**src/hdl/mba_pkg.sv**
```systemverilog
`timescale 1ns / 1ps

package mba_pkg;

    // Field widths of the sample and result transactions.
    localparam int CH_W      = 4;
    localparam int SAMPLE_W  = 12;
    localparam int SUM_W     = 20;
    localparam int COUNT_W   = 9;
    localparam int SCAN_W    = 8;
    localparam int REM_W     = 9;

    // Default configuration and parameter values.
    localparam int CHANNELS_DEF  = 10;
    localparam logic [COUNT_W-1:0] AVG_COUNT_RESET = 9'd16;
    localparam logic [COUNT_W-1:0] AVG_COUNT_MAX   = 9'd256;
    localparam logic [SAMPLE_W-1:0] AVERAGE_MAX    = 12'd4095;

    // Divider steps: one quotient bit per cycle.
    localparam int DIV_STEPS = SUM_W;
    localparam int STEP_W    = $clog2(DIV_STEPS);

    // Queue between the front and back ends.
    localparam int Q_DEPTH = 2;
    localparam int Q_PTR_W = 1;
    localparam int Q_CNT_W = 2;

    // One division job handed from the front to the back.
    typedef struct packed {
        logic [CH_W-1:0]    channel;
        logic [SUM_W-1:0]   sum;
        logic [COUNT_W-1:0] divisor;
        logic               last;
    } t_job;

endpackage

```
**src/hdl/mba_in_if.sv**
```systemverilog
`timescale 1ns / 1ps

interface mba_in_if import mba_pkg::*; ();
    logic                valid;
    logic                ready;
    logic [CH_W-1:0]     channel;
    logic [SAMPLE_W-1:0] sample;

    modport source (output valid, output channel, output sample, input ready);
    modport sink   (input valid, input channel, input sample, output ready);
endinterface

```
**src/hdl/mba_out_if.sv**
```systemverilog
`timescale 1ns / 1ps

interface mba_out_if import mba_pkg::*; ();
    logic                valid;
    logic                ready;
    logic [CH_W-1:0]     out_channel;
    logic [SAMPLE_W-1:0] average;
    logic                update_done;

    modport source (output valid, output out_channel, output average, output update_done,
                    input ready);
    modport sink   (input valid, input out_channel, input average, input update_done,
                    output ready);
endinterface

```
**src/hdl/mba_front.sv**
```systemverilog
`timescale 1ns / 1ps

module mba_front import mba_pkg::*; #(
    parameter int CHANNELS = CHANNELS_DEF
) (
    input  logic               i_clk,
    input  logic               i_rst_n,
    mba_in_if.sink             i_in,
    input  logic               i_cfg_we,
    input  logic [COUNT_W-1:0] i_cfg_wdata,
    input  logic               i_full,
    output logic               o_push,
    output t_job               o_job
);

    localparam int IDX_W    = (CHANNELS > 1) ? $clog2(CHANNELS) : 1;
    localparam int CH_EXT_W = (IDX_W > CH_W) ? IDX_W : CH_W;

    logic [COUNT_W-1:0] r_average_count;
    logic [SUM_W-1:0]   r_sums [CHANNELS];
    logic [SCAN_W-1:0]  r_scan_count;

    logic [COUNT_W-1:0] eff_count;
    logic [SCAN_W-1:0]  final_idx;
    logic [CH_EXT_W-1:0] ch_ext;
    logic [IDX_W-1:0]   idx;
    logic               in_range;
    logic               last_ch;
    logic               final_scan;
    logic               accept;
    logic [SUM_W-1:0]   sum_new;

    // The front takes a sample whenever the job queue has room.
    assign i_in.ready = !i_full;
    assign accept     = i_in.valid && !i_full;

    // Clamp the configured count into 1..256.
    always_comb begin
        if (r_average_count == '0) begin
            eff_count = COUNT_W'(1);
        end else if (r_average_count > AVG_COUNT_MAX) begin
            eff_count = AVG_COUNT_MAX;
        end else begin
            eff_count = r_average_count;
        end
    end
    assign final_idx = SCAN_W'(eff_count - COUNT_W'(1));

    // Classify the incoming sample.
    assign ch_ext     = CH_EXT_W'(i_in.channel);
    assign idx        = ch_ext[IDX_W-1:0];
    assign in_range   = (32'(ch_ext) < 32'(CHANNELS));
    assign last_ch    = (32'(ch_ext) == 32'(CHANNELS - 1));
    assign final_scan = (r_scan_count >= final_idx);
    assign sum_new    = r_sums[idx] + SUM_W'(i_in.sample);

    // A sample of the final scan becomes a division job.
    assign o_push        = accept && in_range && final_scan;
    assign o_job.channel = i_in.channel;
    assign o_job.sum     = sum_new;
    assign o_job.divisor = eff_count;
    assign o_job.last    = last_ch;

    // Configuration register.
    always_ff @(posedge i_clk) begin
        if (!i_rst_n) begin
            r_average_count <= AVG_COUNT_RESET;
        end else if (i_cfg_we) begin
            r_average_count <= i_cfg_wdata;
        end
    end

    // Running sums and scan counter.
    always_ff @(posedge i_clk) begin
        if (!i_rst_n) begin
            for (int i = 0; i < CHANNELS; i++) begin
                r_sums[i] <= '0;
            end
            r_scan_count <= '0;
        end else if (accept && in_range) begin
            r_sums[idx] <= final_scan ? '0 : sum_new;
            if (last_ch) begin
                r_scan_count <= final_scan ? '0 : r_scan_count + SCAN_W'(1);
            end
        end
    end

endmodule

```
**src/hdl/mba_queue.sv**
```systemverilog
`timescale 1ns / 1ps

module mba_queue import mba_pkg::*; (
    input  logic i_clk,
    input  logic i_rst_n,
    input  logic i_push,
    input  t_job i_job,
    output logic o_full,
    input  logic i_pop,
    output t_job o_job,
    output logic o_empty
);

    t_job               r_mem [Q_DEPTH];
    logic [Q_PTR_W-1:0] r_wr_ptr;
    logic [Q_PTR_W-1:0] r_rd_ptr;
    logic [Q_CNT_W-1:0] r_count;

    logic do_push;
    logic do_pop;

    assign o_full  = (r_count == Q_CNT_W'(Q_DEPTH));
    assign o_empty = (r_count == '0);
    assign o_job   = r_mem[r_rd_ptr];
    assign do_push = i_push && !o_full;
    assign do_pop  = i_pop && !o_empty;

    // Entry storage.
    always_ff @(posedge i_clk) begin
        if (do_push) begin
            r_mem[r_wr_ptr] <= i_job;
        end
    end

    // Pointers and fill count.
    always_ff @(posedge i_clk) begin
        if (!i_rst_n) begin
            r_wr_ptr <= '0;
            r_rd_ptr <= '0;
            r_count  <= '0;
        end else begin
            if (do_push) begin
                r_wr_ptr <= r_wr_ptr + Q_PTR_W'(1);
            end
            if (do_pop) begin
                r_rd_ptr <= r_rd_ptr + Q_PTR_W'(1);
            end
            case ({do_push, do_pop})
                2'b10:   r_count <= r_count + Q_CNT_W'(1);
                2'b01:   r_count <= r_count - Q_CNT_W'(1);
                default: r_count <= r_count;
            endcase
        end
    end

endmodule

```
**src/hdl/mba_back.sv**
```systemverilog
`timescale 1ns / 1ps

module mba_back import mba_pkg::*; (
    input  logic i_clk,
    input  logic i_rst_n,
    input  logic i_empty,
    input  t_job i_job,
    output logic o_pop,
    mba_out_if.source o_out
);

    typedef enum logic [1:0] {
        S_IDLE,
        S_DIV,
        S_DONE
    } t_state;

    t_state             r_state;
    logic [STEP_W-1:0]  r_step;
    logic [SUM_W-1:0]   r_quo;
    logic [REM_W-1:0]   r_rem;
    logic [COUNT_W-1:0] r_divisor;
    logic [CH_W-1:0]    r_channel;
    logic               r_last;

    logic               r_out_valid;
    logic [CH_W-1:0]    r_out_channel;
    logic [SAMPLE_W-1:0] r_out_average;
    logic               r_out_done;

    logic [REM_W:0]     rem_sh;
    logic               q_bit;
    logic [REM_W:0]     rem_diff;
    logic               out_free;
    logic [SAMPLE_W-1:0] avg_sat;

    // One restoring division step per cycle.
    assign rem_sh   = {r_rem, r_quo[SUM_W-1]};
    assign q_bit    = (rem_sh >= (REM_W+1)'(r_divisor));
    assign rem_diff = rem_sh - (REM_W+1)'(r_divisor);

    // Saturate the quotient to the sample range.
    assign avg_sat  = (r_quo > SUM_W'(AVERAGE_MAX)) ? AVERAGE_MAX : r_quo[SAMPLE_W-1:0];

    assign out_free = !r_out_valid || o_out.ready;
    assign o_pop    = (r_state == S_IDLE) && !i_empty;

    assign o_out.valid       = r_out_valid;
    assign o_out.out_channel = r_out_channel;
    assign o_out.average     = r_out_average;
    assign o_out.update_done = r_out_done;

    // Divider sequencer and output register.
    always_ff @(posedge i_clk) begin
        if (!i_rst_n) begin
            r_state     <= S_IDLE;
            r_out_valid <= 1'b0;
            r_step      <= '0;
        end else begin
            // The result leaves here unless a new one is loaded in the same cycle.
            if (r_out_valid && o_out.ready && (r_state != S_DONE)) begin
                r_out_valid <= 1'b0;
            end
            case (r_state)
                S_IDLE: begin
                    if (!i_empty) begin
                        r_quo     <= i_job.sum;
                        r_rem     <= '0;
                        r_divisor <= i_job.divisor;
                        r_channel <= i_job.channel;
                        r_last    <= i_job.last;
                        r_step    <= '0;
                        r_state   <= S_DIV;
                    end
                end
                S_DIV: begin
                    r_rem  <= q_bit ? rem_diff[REM_W-1:0] : rem_sh[REM_W-1:0];
                    r_quo  <= {r_quo[SUM_W-2:0], q_bit};
                    r_step <= r_step + STEP_W'(1);
                    if (r_step == STEP_W'(DIV_STEPS - 1)) begin
                        r_state <= S_DONE;
                    end
                end
                S_DONE: begin
                    if (out_free) begin
                        r_out_valid   <= 1'b1;
                        r_out_channel <= r_channel;
                        r_out_average <= avg_sat;
                        r_out_done    <= r_last;
                        r_state       <= S_IDLE;
                    end
                end
                default: r_state <= S_IDLE;
            endcase
        end
    end

endmodule

```
**src/hdl/multichannel_block_averager.sv**
```systemverilog
`timescale 1ns / 1ps

// Multichannel boxcar averager: samples tagged with a channel number are summed per channel
// over average_count scans, and during the final scan each channel's sum is divided by the
// count, emitted as one result transaction and cleared. The front end takes one sample
// transaction per cycle while its two-entry job queue has room; samples outside the final
// scan produce no result. Each averaged sample goes through a shared restoring divider
// of 20 steps that yields one quotient bit per cycle and takes no new job until its last
// result has been loaded into the output register, so that divider sets the sustained
// rate of the final scan.
module multichannel_block_averager import mba_pkg::*; #(
    parameter int CHANNELS = CHANNELS_DEF
) (
    input  logic               i_clk,
    input  logic               i_rst_n,
    mba_in_if.sink             i_in,
    mba_out_if.source          o_out,
    input  logic               i_cfg_we,
    input  logic [COUNT_W-1:0] i_cfg_wdata
);

    logic q_full;
    logic q_empty;
    logic q_push;
    logic q_pop;
    t_job job_in;
    t_job job_out;

    // Sample intake, running sums and scan tracking.
    mba_front #(
        .CHANNELS (CHANNELS)
    ) u_front (
        .i_clk       (i_clk),
        .i_rst_n     (i_rst_n),
        .i_in        (i_in),
        .i_cfg_we    (i_cfg_we),
        .i_cfg_wdata (i_cfg_wdata),
        .i_full      (q_full),
        .o_push      (q_push),
        .o_job       (job_in)
    );

    // Job queue between intake and divider.
    mba_queue u_queue (
        .i_clk   (i_clk),
        .i_rst_n (i_rst_n),
        .i_push  (q_push),
        .i_job   (job_in),
        .o_full  (q_full),
        .i_pop   (q_pop),
        .o_job   (job_out),
        .o_empty (q_empty)
    );

    // Divider and result register.
    mba_back u_back (
        .i_clk   (i_clk),
        .i_rst_n (i_rst_n),
        .i_empty (q_empty),
        .i_job   (job_out),
        .o_pop   (q_pop),
        .o_out   (o_out)
    );

endmodule
```
**src/flat_wrapper.sv**
```systemverilog
// flat-port wrapper written by rule: the top's interface ports become plain ports
module multichannel_block_averager_flat import mba_pkg::*;
#(
    parameter int CHANNELS = CHANNELS_DEF
)
  (i_clk, i_rst_n, i_cfg_we, i_cfg_wdata, i_in_valid, i_in_channel, i_in_sample, i_in_ready, o_out_valid, o_out_out_channel, o_out_average, o_out_update_done, o_out_ready);
  mba_in_if i_in_i ();
  mba_out_if o_out_i ();
  input  logic i_clk;
  input  logic i_rst_n;
  input  logic i_cfg_we;
  input  logic [COUNT_W-1:0] i_cfg_wdata;
  input wire logic [$bits(i_in_i.valid)-1:0] i_in_valid;
  input wire logic [$bits(i_in_i.channel)-1:0] i_in_channel;
  input wire logic [$bits(i_in_i.sample)-1:0] i_in_sample;
  output wire logic [$bits(i_in_i.ready)-1:0] i_in_ready;
  output wire logic [$bits(o_out_i.valid)-1:0] o_out_valid;
  output wire logic [$bits(o_out_i.out_channel)-1:0] o_out_out_channel;
  output wire logic [$bits(o_out_i.average)-1:0] o_out_average;
  output wire logic [$bits(o_out_i.update_done)-1:0] o_out_update_done;
  input wire logic [$bits(o_out_i.ready)-1:0] o_out_ready;
  assign i_in_i.valid = i_in_valid;
  assign i_in_i.channel = i_in_channel;
  assign i_in_i.sample = i_in_sample;
  assign i_in_ready = i_in_i.ready;
  assign o_out_valid = o_out_i.valid;
  assign o_out_out_channel = o_out_i.out_channel;
  assign o_out_average = o_out_i.average;
  assign o_out_update_done = o_out_i.update_done;
  assign o_out_i.ready = o_out_ready;
  multichannel_block_averager #(.CHANNELS(CHANNELS)) u_core (.i_clk(i_clk), .i_rst_n(i_rst_n), .i_in(i_in_i), .o_out(o_out_i), .i_cfg_we(i_cfg_we), .i_cfg_wdata(i_cfg_wdata));
endmodule
```
**config.mk**
```make
export PLATFORM = sky130hd
export DESIGN_NAME = multichannel_block_averager_flat
export DESIGN_NICKNAME = d
export VERILOG_FILES = /design/src/hdl/mba_pkg.sv /design/src/hdl/mba_in_if.sv /design/src/hdl/mba_out_if.sv /design/src/hdl/mba_front.sv /design/src/hdl/mba_queue.sv /design/src/hdl/mba_back.sv /design/src/hdl/multichannel_block_averager.sv /design/src/flat_wrapper.sv
export SDC_FILE = /design/constraint.sdc
export NUM_CORES = 1
export LEC_CHECK = 0
export BUFFER_PORTS_ARGS = -buffer_cell sky130_fd_sc_hd__buf_2
export CAP_MARGIN = 0
export CORE_ASPECT_RATIO = 1.2
export CORE_MARGIN = 5
export CORE_UTILIZATION = 35
export CTS_CLUSTER_SIZE = 40
export DETAILED_ROUTE_END_ITERATION = 8
export SYNTH_ARGS = -nofsm -noshare
export SYNTH_HDL_FRONTEND = slang
export SYNTH_SLANG_ARGS = --single-unit
export TNS_END_PERCENT = 5
```
**constraint.sdc**
```tcl
create_clock -name i_clk -period 9.15 [get_ports i_clk]
set_input_delay 1.83 -clock i_clk [delete_from_list [all_inputs] [get_ports i_clk]]
set_output_delay 1.83 -clock i_clk [all_outputs]
set_load 0.01 [all_outputs]
```
* After elaboration in Yosys (flattened, before gate mapping)
Memory sizes are Yosys's and may differ from the RTL's. A register that Yosys moved wholly into a read port is not among the register bits.
Cells that the tools add are included.
W data, S select, Z words.
** Word-level totals
- Register bits :: 89
- Bits in writable memories :: 268
- Bits of input ports :: 30
- Output and inout bits :: 19
- Logic and storage cells :: 98
- Memories kept :: 2
** Operators by class
- $add $sub $neg :: 9
- Order comparisons :: 5
- Equal/unequal tests :: 11
- Mux-type cells :: 30
- Bitwise logic cells :: 1
- Reduce and logical (&&, ||, !) cells :: 24
** Memory list
- u_core.u_front.r_sums :: depth 10, bits a word 20, rd ports 1, clocked after Yosys merged registers in 0, write ports 10, RTL line mba_front.sv:20 : logic [SUM_W-1:0] r_sums [CHANNELS];
- u_core.u_queue.r_mem :: depth 2, bits a word 34, rd ports 1, clocked after Yosys merged registers in 1, write ports 1, RTL line mba_queue.sv:14 : t_job r_mem [Q_DEPTH];
** Operators with widths (count)
- $mux W20 :: 3
- $pmux W20 S2 :: 1
- $mux W9 :: 4
- $add A20 B12 Y20 :: 1
- $gt A20 B12 Y1 const B :: 1
- $reduce_or A20 Y1 :: 1
- $pmux W9 S2 :: 1
- $mux W1 :: 12
- $reduce_and A3 Y1 :: 4
- $ge A10 B9 Y1 :: 1
- $pmux W5 S2 :: 1
- $gt A9 B9 Y1 const B :: 1
- $logic_not A9 Y1 :: 1
- $sub A9 B9 Y9 :: 1
- $add A8 B1 Y8 const B :: 1
- $ge A8 B8 Y1 :: 1
- $logic_and A1 B1 Y1 :: 8
- $mux W8 :: 1
- $ne A2 B2 Y1 const B :: 4
- $sub A8 B1 Y8 const B :: 1
- $eq A2 B2 Y1 const B :: 3
- $mux W2 :: 3
- $pmux W2 S3 :: 1
- $add A5 B1 Y5 const B :: 1
- 16 further kinds :: 23

* Depth between registers and ports, before layout
Gate-level depths: netlist of the first run.
- Depth after elaboration :: 9
- Depth in mapped cells :: 17
- Depth with buffers taken out :: 17

* Hierarchy
A second synthesis of the first run with hierarchy kept.
** Second synthesis, totals
- Cell total of the unflattened synthesis :: 1382
- Area total of the unflattened synthesis :: 21162.8 um2
** Modules (own cells, without submodules)
- mba_front :: times used 1, cells each 978, area each 15305.9 um2, seq. area each 9949.5 um2
- mba_back :: times used 1, cells each 272, area each 3175.5 um2, seq. area each 1961.9 um2
- mba_queue :: times used 1, cells each 132, area each 2681.3 um2, seq. area each 2142.1 um2

* Worst setup path after synthesis of the first run
OpenSTA, ideal clock, no wires.
- Kind :: input -> register
- Start :: in i_in_channel[0]
- End :: mem u_core.u_front.r_sums[10][14], data pin
- Arrival time :: 5637 ps
- Data required time :: 8862 ps
- Slack :: 3225 ps
- Cell stages on the path :: 16
- Cell sequence :: buf_6 > buf_12 > buf_6 > buf_2 > mux4_2 > mux4_2 > ha_1 > fa_1 > a211oi_1 > nor2_1 > o31a_1 > a41o_1 > and3_1 > xnor2_1 > buf_2 > nor2_1
** RTL lines
- from (decl) :: RTL line flat_wrapper.sv:14 : input wire logic [$bits(i_in_i.channel)-1:0] i_in_channel;
- to (decl) :: RTL line mba_front.sv:20

==> qor.csv, run 1 <==
stage,metric,value,unit
finish,fillers,5376,
routing,TritonRoute pass-1 iters,5,
grt,total track usage,0.139,
clock_tree,Clock Latency Late Sink,560,ps
synth,main area contributors after synthesis,"edfxtp_1, mux4_2, nor2_1, dfxtp_1, ha_1",
setup_path,"most used cell, CP",mux4_2,
grt,total congestion overflow,0,
worst_hold_path,hold path cells,0,
synth,Synth Area per Inst,15.6,µm²
finish,area occupied by registers,14100,µm²
routing,Avg WL per Cell,19.7,µm
synth,"EDFF count, synth",448,
finish,share of cells above drive strength 1,0.181,
routing,Post-route DRC,0,
clock_tree,"Clk pin slew, worst setup/hold paths",60,ps
grt,vias in the first global route,11800,
routing,DRT antenna net count,0,
sta,Setup Skew,14.0,ps
synth,Synth Flop Type,edfxtp_1,
setup_path,"Data arrival, critical path",6680,ps
synth,fraction of registers with async set or reset after synthesis,0,
power_and_ir_drop,largest vdd supply drop,0.000114,V
sta,setup ws final,2720,ps
synth,"area leader, netlist",edfxtp_1,
placement,detailed placer's ending HPWL,28500,µm
clock_tree,postcts setup bufs,0,
sta,slew at the pin closest to its max-slew limit,1240,ps
setup_path,CP Data Required Time,9400,ps
sta,final period utilization,0.703,
finish,Ant. Diodes,0,
setup_path,reg2reg end,u_core.u_queue.r_mem[0][8]$_DFFE_PP_,
routing,Iter 0 DRT Violations,728,
setup_path,flop-to-flop setup slack,4400,ps
die,Placeable Area,58300,µm²
grt,initial antenna violation count,0,
power_and_ir_drop,Leak,8.41,nW
setup_path,CP max FO,46,
clock_tree,Clock Sinks,478,
sta,TNS Setup,0,ps
outcome,outcome,finished clean,
setup_path,Setup crit end kind,flip-flop,
die,Die W,231,µm
die,Initial Utilization,0.353,
synth,post-synthesis cell area,20600,µm²
synth,Yosys top cell area share,0.654,
clock_tree,clk root buf,clkbuf_16,
finish,Layout Nets,1545,
sta,RSZ-0062 raised after global routing,false,
clock_tree,Bufs on Longest Clock Path,3,
setup_path,reg2reg start,u_core.u_front.r_average_count[8]$_SDFFE_PN0P_,
sta,Slew HR,0.170,
sta,max-slew violations,0,
finish,"commonest non-fill, non-tap cell in the layout",edfxtp_1,
routing,vias,11200,
clock_tree,hold buffer count at cts,0,
sta,setup violators final,0,
placement,pre-CTS setup slack,2090,ps
power_and_ir_drop,Final Total Pwr,5.03,mW
worst_hold_path,Worst Hold Class,reg -> reg,
setup_path,"CP delay by family, top",multiplexers,
setup_path,reg2reg path depth,13,
sta,"Hold Vio Cnt, Final",0,
finish,final design utilization,0.404,
routing,routed vias/inst,4.97,
synth,cell count after synthesis,1322,
setup_path,crit start category,input port,
clock_tree,H-tree depth,2,
routing,DRT Wirelength,44500,µm
finish,area delta synth->final,14.4,%
sta,f_max,155,MHz
sta,minimum clock period,6430,ps
die,Ports,49,
placement,Port-buffer cells,48,
synth,Synth Warn #,0,
die,Vert. Die Dim,276,µm
placement,Final Wtd Congestion,0.835,
synth,register area share after synthesis,0.683,
setup_path,Bufs and invs on worst path,1,
power_and_ir_drop,P per Cell Area,214,nW/µm²
setup_path,CP max stage cell,xor2_1,
clock_tree,CTS tree,done,
grt,first-pass GRT wire length,68300,µm
finish,footprint of the multi-input gates,6470,µm²
synth,#FFs+latches synth,478,
clock_tree,CTS Buf Count,46,
setup_path,critical path cell sequence,buf_4 -> mux4_2 -> mux4_2 -> ha_1 -> fa_1 -> a211oi_1 -> nor2_1 -> o31a_1 -> a41o_1 -> nand4b_1 -> xor2_1 -> nor2_2,
setup_path,Setup CP Type,in -> reg,
die,area of the die,63700,µm²
clock_tree,post-CTS sizing,0,
finish,most frequent cells in the layout,"edfxtp_1, nor2_1, conb_1",
die,Rows,97,
sta,hold_ws,415,ps
run,Max-Cap Viols,0,
setup_path,crit-path max cell delay,970,ps
synth,"Distinct cells, synth",61,
grt,largest net degree at the start of global routing,56,
worst_hold_path,hold_sp,u_core.u_back.r_last$_DFFE_PP_,
worst_hold_path,WHS Endpoint,u_core.u_back.o_out.update_done$_DFFE_PP_,
-- layout make-up --
| type | count | share of cell area |
|---|---|---|
| inverter | 35 | 0.00559 |
| sequential | 478 | 0.598 |
| multi-input combinational | 851 | 0.275 |
| clock buffer | 65 | 0.0551 |
| timing repair buffer | 69 | 0.0171 |
| clock inverter | 19 | 0.0102 |
| tap | 742 | 0.0395 |
-- through the flow --
step / cell area, µm² / instances
6_report: 23500 / 2259
5_1_grt: 23500 / 2259
4_1_cts: 23500 / 2259
3_5_place_dp: 22000 / 2175
3_3_place_gp: 22000 / 2175
2_1_floorplan: 21000 / 1441
-- registers in the layout, indices dropped and copies added (netlist names), 2 cells and up, named ones only --
signal / flops
u_core.u_back.r_channel: 4
u_core.u_back.r_quo: 20
u_core.u_back.o_out.out_channel: 4
u_core.u_front.r_scan_count: 8
u_core.u_back.o_out.average: 12
u_core.u_queue.r_mem: 68
u_core.u_front.r_average_count: 9
u_core.u_front.r_sums: 320
u_core.u_back.r_rem: 9
u_core.u_queue.r_count: 2
u_core.u_back.r_divisor: 9
u_core.u_back.r_step: 5
u_core.u_back.r_state: 2
-- kinds of logic after synthesis --
| family | share of synthesized area |
|---|---|
| AO/OA/AOI/OAI | 0.0351 |
| XOR/XNOR | 0.0149 |
| adder cells (fa/ha/maj) | 0.0214 |
| buffers and inverters | 0.0246 |
| flip-flops | 0.683 |
| multiplexers | 0.128 |
| other | 0.000182 |
| AND/OR/NAND/NOR | 0.0930 |
-- Yosys cell counts (11+ instances only) --
library cell  instances
edfxtp_1            448
nor2_1              197
mux4_2               82
nand2_1              68
clkbuf_1             51
o21ai_0              35
mux2i_1              33
ha_1                 32
dfxtp_1              30
inv_1                30
nor2b_1              25
nor3_1               23
xnor2_1              20
buf_2                16
nand3_1              16
nor2_2               16
xor2_1               15
a21oi_1              14
and2_1               14
mux2_2               14
or2_2                12
mux4_1               11
-- routing by layer --
| metal | vias to the layer above | GRT usage | share of wire |
|---|---|---|---|
| met5 | - | 0 | 0 |
| met4 | 0 | 0.0502 | 0.036 |
| met3 | 88 | 0.0190 | 0.048 |
| met2 | 290 | 0.269 | 0.55 |
| met1 | 5667 | 0.155 | 0.37 |
| li1 | 5175 | - | - |
-- power by group --
part | switching, mW | total (mW) | internal (mW)
Sequential | 0.0499 | 2.58 | 2.53
Combinational | 0.321 | 0.514 | 0.193
Clock | 0.789 | 1.94 | 1.15
Total | 1.16 | 5.03 | 3.88
-- worst max-delay path by stage --
| stage | start | end | slack, ps | cells past startpoint |
|---|---|---|---|---|
| after floorplan | i_in_channel[0] | u_core.u_front.r_sums[10][14]$_DFFE_PP_ | 3230 | 16 |
| after CTS | i_in_channel[0] | u_core.u_front.r_sums[11][18]$_DFFE_PP_ | 2670 | 12 |
| final | i_in_channel[0] | u_core.u_front.r_sums[13][18]$_DFFE_PP_ | 2720 | 12 |
| after global placement | i_in_channel[0] | u_core.u_front.r_sums[14][18]$_DFFE_PP_ | 2110 | 12 |
| after detailed placement | i_in_channel[0] | u_core.u_front.r_sums[13][18]$_DFFE_PP_ | 2090 | 12 |
| after global routing | i_in_channel[0] | u_core.u_front.r_sums[14][18]$_DFFE_PP_ | 2410 | 12 |
Note: power is estimated with default switching activity, not from simulation.
==> run 2, diff against run 1 <==
- clock period: 9.15 -> 6.3 ns (I/O delays scaled with it)
==> run 2 against run 1 <==
Compared with the run above: die area stayed put; cell area grew 0.52%; cell count grew 1.2%; sequential share of layout area fell by 0.31 points; global-route usage up 0.34 points; power increased by 42%; via count is 2.3% higher; clock power rose by 37%; critical path depth is the same; critical path type unchanged; critical endpoint is now u_core.u_front.r_sums[15][13]$_DFFE_PP_; largest cell class unchanged.
==> qor.csv, run 2 (synthesized netlist as in run 1, its figures left out) <==
stage,metric,value,unit
outcome,outcome,finished clean,
power_and_ir_drop,Power Internal,5.48,mW
placement,pre-CTS setup slack,443,ps
setup_path,CP Data Required Time,6630,ps
grt,initial antenna violation count,1,
finish,share of cells above drive strength 1,0.194,
die,area of the die,63700,µm²
clock_tree,CTS tree,done,
placement,Placed Instance Area,22200,µm²
setup_path,crit start category,input port,
clock_tree,postcts setup bufs,0,
die,Placeable Area,58300,µm²
sta,TNS Setup,0,ps
setup_path,crit-path max cell delay,560,ps
setup_path,"Data arrival, critical path",5580,ps
finish,design area,23600,µm²
sta,"Hold Vio Cnt, Final",0,
power_and_ir_drop,Net Sw Frac,0.236,
grt,total congestion overflow,0,
die,Rows,97,
clock_tree,CTS Buf Count,46,
power_and_ir_drop,largest vdd supply drop,0.000184,V
routing,DRT Wirelength,45700,µm
finish,fillers,5307,
grt,met3 Use GR,0.0203,
clock_tree,Clock Latency Late Sink,560,ps
die,Vert. Die Dim,276,µm
sta,final period utilization,0.834,
placement,detailed placer's ending HPWL,29900,µm
power_and_ir_drop,Leak,8.50,nW
finish,most frequent cells in the layout,"edfxtp_1, nor2_1, conb_1",
routing,Post-route DRC,0,
power_and_ir_drop,NetSw,1.69,mW
clock_tree,"Clk pin slew, worst setup/hold paths",60,ps
finish,Ant. Diodes,0,
worst_hold_path,Worst Hold Class,reg -> reg,
power_and_ir_drop,P per Cell Area,303,nW/µm²
routing,TritonRoute pass-1 iters,5,
sta,Setup Skew,15.5,ps
routing,vias,11500,
setup_path,Setup crit end kind,flip-flop,
finish,Layout Nets,1572,
finish,"commonest non-fill, non-tap cell in the layout",edfxtp_1,
sta,setup violators final,0,
power_and_ir_drop,Comb pwr share,0.109,
grt,met2 Track Usage GR,0.270,
placement,Final Wtd Congestion,0.821,
finish,Largest register FFs,320,
sta,f_max,190,MHz
sta,minimum clock period,5250,ps
die,Ports,49,
routing,routed vias/inst,5.02,
clock_tree,Bufs on Longest Clock Path,3,
grt,GR Util met1,0.165,
clock_tree,H-tree depth,2,
grt,GRT Max-Usage Layer,met2,
setup_path,CP max stage cell,mux4_2,
grt,total track usage,0.142,
finish,final design utilization,0.406,
setup_path,"most used cell, CP",buf_4,
power_and_ir_drop,Flop pwr share,0.522,
routing,Avg WL per Cell,20.0,µm
sta,max-slew violations,0,
finish,Regs by FF count,"u_core.u_front.r_sums: 320 flops, u_core.u_queue.r_mem: 68 flops, u_core.u_back.r_quo: 20 flops",
sta,Slew HR,0.302,
clock_tree,post-CTS sizing,0,
clock_tree,hold buffer count at cts,0,
setup_path,critical path cell sequence,buf_4 -> buf_4 -> mux4_2 -> mux4_2 -> ha_1 -> or4_1 -> o21bai_1 -> o21ai_1 -> and2_1 -> xnor2_1 -> buf_4 -> nor2_1,
sta,RSZ-0062 raised after global routing,false,
placement,Port-buffer cells,48,
clock_tree,Clock Sinks,478,
setup_path,CP max FO,25,
grt,vias in the first global route,11800,
routing,DRT antenna net count,0,
die,Die W,231,µm
clock_tree,clk root buf,clkbuf_16,
setup_path,Bufs and invs on worst path,3,
grt,largest net degree at the start of global routing,47,
sta,slew at the pin closest to its max-slew limit,1050,ps
setup_path,Setup CP Type,in -> reg,
grt,first-pass GRT wire length,69900,µm
finish,area delta synth->final,14.9,%
finish,"Most flops, register",u_core.u_front.r_sums,
routing,Iter 0 DRT Violations,785,
power_and_ir_drop,Clk pwr share,0.369,
run,Max-Cap Viols,0,
die,Initial Utilization,0.353,
setup_path,"CP delay by family, top",multiplexers,
sta,setup ws final,1050,ps
==> run 2: layer usage <==
metal / share of wire / wire length [µm]
met5: 0 / 0
met2: 0.54 / 24800
met1: 0.38 / 17100
met3: 0.052 / 2380
met4: 0.030 / 1390
==> run 2: area by class of cell <==
| class | instances | area (µm²) | area share |
|---|---|---|---|
| clock buffer | 59 | 1270 | 0.0539 |
| clock inverter | 24 | 159 | 0.00672 |
| inverter | 35 | 131 | 0.00556 |
| multi-input combinational | 851 | 6460 | 0.273 |
| sequential | 478 | 14100 | 0.594 |
| tap | 742 | 928 | 0.0393 |
| timing repair buffer | 96 | 631 | 0.0267 |
==> run 2: power groups by stage <==
stage               registers, mW  clock network [mW]  logic, mW
floorplan                    3.77                   0      0.572
global route                 3.76                2.83      0.854
CTS                          3.75                2.71      0.782
finish                       3.75                2.65      0.779
detailed placement           3.81                   0      0.779
global placement             3.81                   0      0.763
==> run 2: through the flow <==
step / hold slack [ps] / instances / power [mW]
2_1_floorplan: 400 / 1441 / 4.34
3_3_place_gp: 408 / 2202 / 4.57
3_5_place_dp: 405 / 2202 / 4.59
4_1_cts: 415 / 2285 / 7.24
5_1_grt: 415 / 2285 / 7.44
6_report: 415 / 2285 / 7.17
==> run 2: worst paths after layout <==
kind,to,slack [ps],depth (start not counted),start
max,u_core.u_front.r_sums[15][13]$_DFFE_PP_,1050,12,i_in_channel[0]
min,u_core.u_back.o_out.out_channel[2]$_DFFE_PP_,410,0,u_core.u_back.r_channel[2]$_DFFE_PP_
max reg2reg,u_core.u_front.r_sums[4][15]$_SDFFCE_PN0P_,1550,11,u_core.u_front.r_average_count[8]$_SDFFE_PN0P_
min reg2reg,u_core.u_back.o_out.out_channel[2]$_DFFE_PP_,410,0,u_core.u_back.r_channel[2]$_DFFE_PP_
==> run 3, diff against run 2 <==
- ABC_AREA: not set -> 1
- clock period: 6.3 -> 4.7 ns (I/O delays scaled with it)
==> run 3 against run 2 <==
Compared with the run above: clock power is 43% higher; largest cell class unchanged; first-iteration DRC count is 35% higher; cell area is 4.1% higher; clock-buffer cell count is 4 higher.
==> qor.csv, run 3 <==
stage,metric,value,unit
outcome,outcome,finished clean,
setup_path,CP Data Required Time,4990,ps
worst_hold_path,Worst Hold Class,reg -> reg,
worst_hold_path,hold_sp,u_core.u_back.r_channel[0]$_DFFE_PP_,
finish,share of cells above drive strength 1,0.130,
finish,Regs by FF count,"u_core.u_front.r_sums: 320 flops, u_core.u_queue.r_mem: 68 flops, u_core.u_back.r_quo: 20 flops",
routing,TritonRoute pass-1 iters,6,
setup_path,Crit. Startpoint,i_in_channel[0],
sta,TNS Setup,0,ps
clock_tree,clk root buf,clkbuf_16,
power_and_ir_drop,Net Sw Frac,0.255,
die,Initial Utilization,0.354,
power_and_ir_drop,P per Cell Area,417,nW/µm²
setup_path,crit start category,input port,
synth,fraction of registers with async set or reset after synthesis,0,
power_and_ir_drop,Leak,9.43,nW
placement,pre-CTS setup slack,207,ps
clock_tree,CTS Buf Count,46,
clock_tree,postcts setup bufs,0,
die,Vert. Die Dim,280,µm
synth,Synth Warn #,0,
sta,max-slew violations,0,
routing,wl on met1,20700,µm
setup_path,CP max FO,44,
routing,vias,14300,
sta,minimum clock period,4010,ps
routing,highest routed layer,met4,
routing,DRT Wirelength,51900,µm
routing,Avg WL per Cell,17.7,µm
finish,"commonest non-fill, non-tap cell in the layout",edfxtp_1,
clock_tree,H-tree depth,2,
die,area of the die,65600,µm²
routing,DRT antenna net count,0,
sta,RSZ-0062 raised after global routing,false,
grt,largest net degree at the start of global routing,88,
die,Placeable Area,59800,µm²
setup_path,"Data arrival, critical path",4310,ps
synth,"Distinct cells, synth",55,
synth,main area contributors after synthesis,"edfxtp_1, nand2_1, nor2_1, o21ai_0, inv_1",
clock_tree,CTS tree,done,
sta,setup ws final,689,ps
routing,Iter 0 DRT Violations,1058,
synth,Synth Area per Inst,11.1,µm²
finish,Layout Nets,2152,
clock_tree,Bufs on Longest Clock Path,3,
die,Ports,49,
synth,"EDFF count, synth",448,
sta,slew at the pin closest to its max-slew limit,1030,ps
power_and_ir_drop,largest vdd supply drop,0.000284,V
die,Die W,235,µm
sta,Slew HR,0.314,
finish,area delta synth->final,16.2,%
routing,routed vias/inst,4.88,
placement,detailed placer's ending HPWL,33400,µm
setup_path,Setup CP Type,in -> reg,
clock_tree,post-CTS sizing,0,
routing,routed wl met3,2600,µm
grt,total track usage,0.158,
sta,Setup Skew,19.2,ps
synth,register area share after synthesis,0.663,
synth,"area leader, netlist",edfxtp_1,
placement,Final Wtd Congestion,0.886,
sta,"Hold Vio Cnt, Final",0,
power_and_ir_drop,Comb pwr share,0.129,
placement,Port-buffer cells,48,
clock_tree,Clock Sinks,478,
finish,most frequent cells in the layout,"edfxtp_1, nand2_1, nor2_1",
grt,first-pass GRT wire length,81100,µm
synth,"count leader, synth",edfxtp_1,
grt,vias in the first global route,14500,
clock_tree,"Clk pin slew, worst setup/hold paths",60,ps
sta,final period utilization,0.853,
synth,cell count after synthesis,1907,
grt,total congestion overflow,0,
sta,f_max,249,MHz
clock_tree,hold buffer count at cts,0,
synth,#FFs+latches synth,478,
setup_path,reg2reg start,u_core.u_front.r_average_count[6]$_SDFFE_PN0P_,
routing,Post-route DRC,0,
sta,setup violators final,0,
grt,initial antenna violation count,1,
setup_path,Setup crit end kind,flip-flop,
power_and_ir_drop,Power Internal,7.65,mW
synth,Synth Flop Type,edfxtp_1,
clock_tree,Clock Latency Late Sink,570,ps
power_and_ir_drop,Flop pwr share,0.501,
run,Max-Cap Viols,0,
power_and_ir_drop,NetSw,2.62,mW
synth,Yosys top cell area share,0.635,
finish,"Most flops, register",u_core.u_front.r_sums,
power_and_ir_drop,Clk pwr share,0.370,
die,Rows,98,
finish,Largest register FFs,320,
routing,met2 WL,26900,µm
synth,synth cell count leaders,"edfxtp_1, nand2_1, nor2_1",
synth,post-synthesis cell area,21200,µm²
==> run 3: worst paths after layout <==
kind	cells after the start	end	slack, ps
max reg2reg	20	u_core.u_queue.r_count[1]$_SDFFE_PN0P_	700
min reg2reg	0	u_core.u_back.o_out.out_channel[0]$_DFFE_PP_	430
min	0	u_core.u_back.o_out.out_channel[0]$_DFFE_PP_	430
max	18	u_core.u_front.r_sums[9][11]$_DFFE_PP_	690
==> run 3: per-stage QoR <==
step	power (mW)	instances	utilization	hold WS [ps]	cell area, µm²
4_1_cts	10.4	2925	0.411	426	24600
3_3_place_gp	6.52	2840	0.385	407	23100
6_report	10.3	2926	0.411	429	24600
3_5_place_dp	6.56	2840	0.385	407	23100
2_1_floorplan	6.10	2026	-	400	21600
5_1_grt	10.7	2926	0.411	443	24600
==> run 3: cell families (layout without fill, tap and decap cells) <==
kind of cell,Yosys count,in the layout,share of synthesized area
buffers and inverters,277,376,0.0559
and+or+nand+nor,766,766,0.156
adders and majority gates,34,34,0.0208
other,1,121,0.000177
AOI/OAI and AO/OA,312,312,0.0859
xor gates and xnor gates,24,24,0.00992
muxes,15,15,0.00791
DFF,478,478,0.663
==> run 3: power by group through the flow <==
stage / clock network (mW) / registers, mW / logic, mW
after floorplan: 0 / 5.16 / 0.948
after global placement: 0 / 5.22 / 1.30
after detailed placement: 0 / 5.23 / 1.33
after CTS: 3.88 / 5.14 / 1.33
after global routing: 4.05 / 5.17 / 1.49
final: 3.80 / 5.14 / 1.33
==> run 3: routing by layer <==
metal	track usage	vias to the layer above
met4	0.0550	0
met2	0.287	395
met5	0	-
met1	0.191	6970
li1	-	6809
met3	0.0241	106
==> run 3: final cells by class <==
cell class                      instances  area (µm²)
Timing Repair Buffer                  109         876
Clock buffer                           63        1330
Clock inverter                         22         235
Tap cell                              800        1000
Antenna cell                            1        2.50
Fill cell                            5772       35200
Sequential cell                       478       14100
Inverter                              182         691
Multi-Input combinational cell       1271        6430
==> run 3: worst max-delay path, stage by stage <==
cell      delay [ps]
buf_4            230
inv_4            110
nor2_4           260
buf_12           290
a221oi_1         130
o21ai_0          110
nand3_1          200
nand3_1          190
ha_1             290
inv_1            100
o21bai_1          70
a21oi_1          270
o21bai_1         160
a21oi_1          200
xor2_1           160
inv_1            130
nand2_2          220
inv_1            150
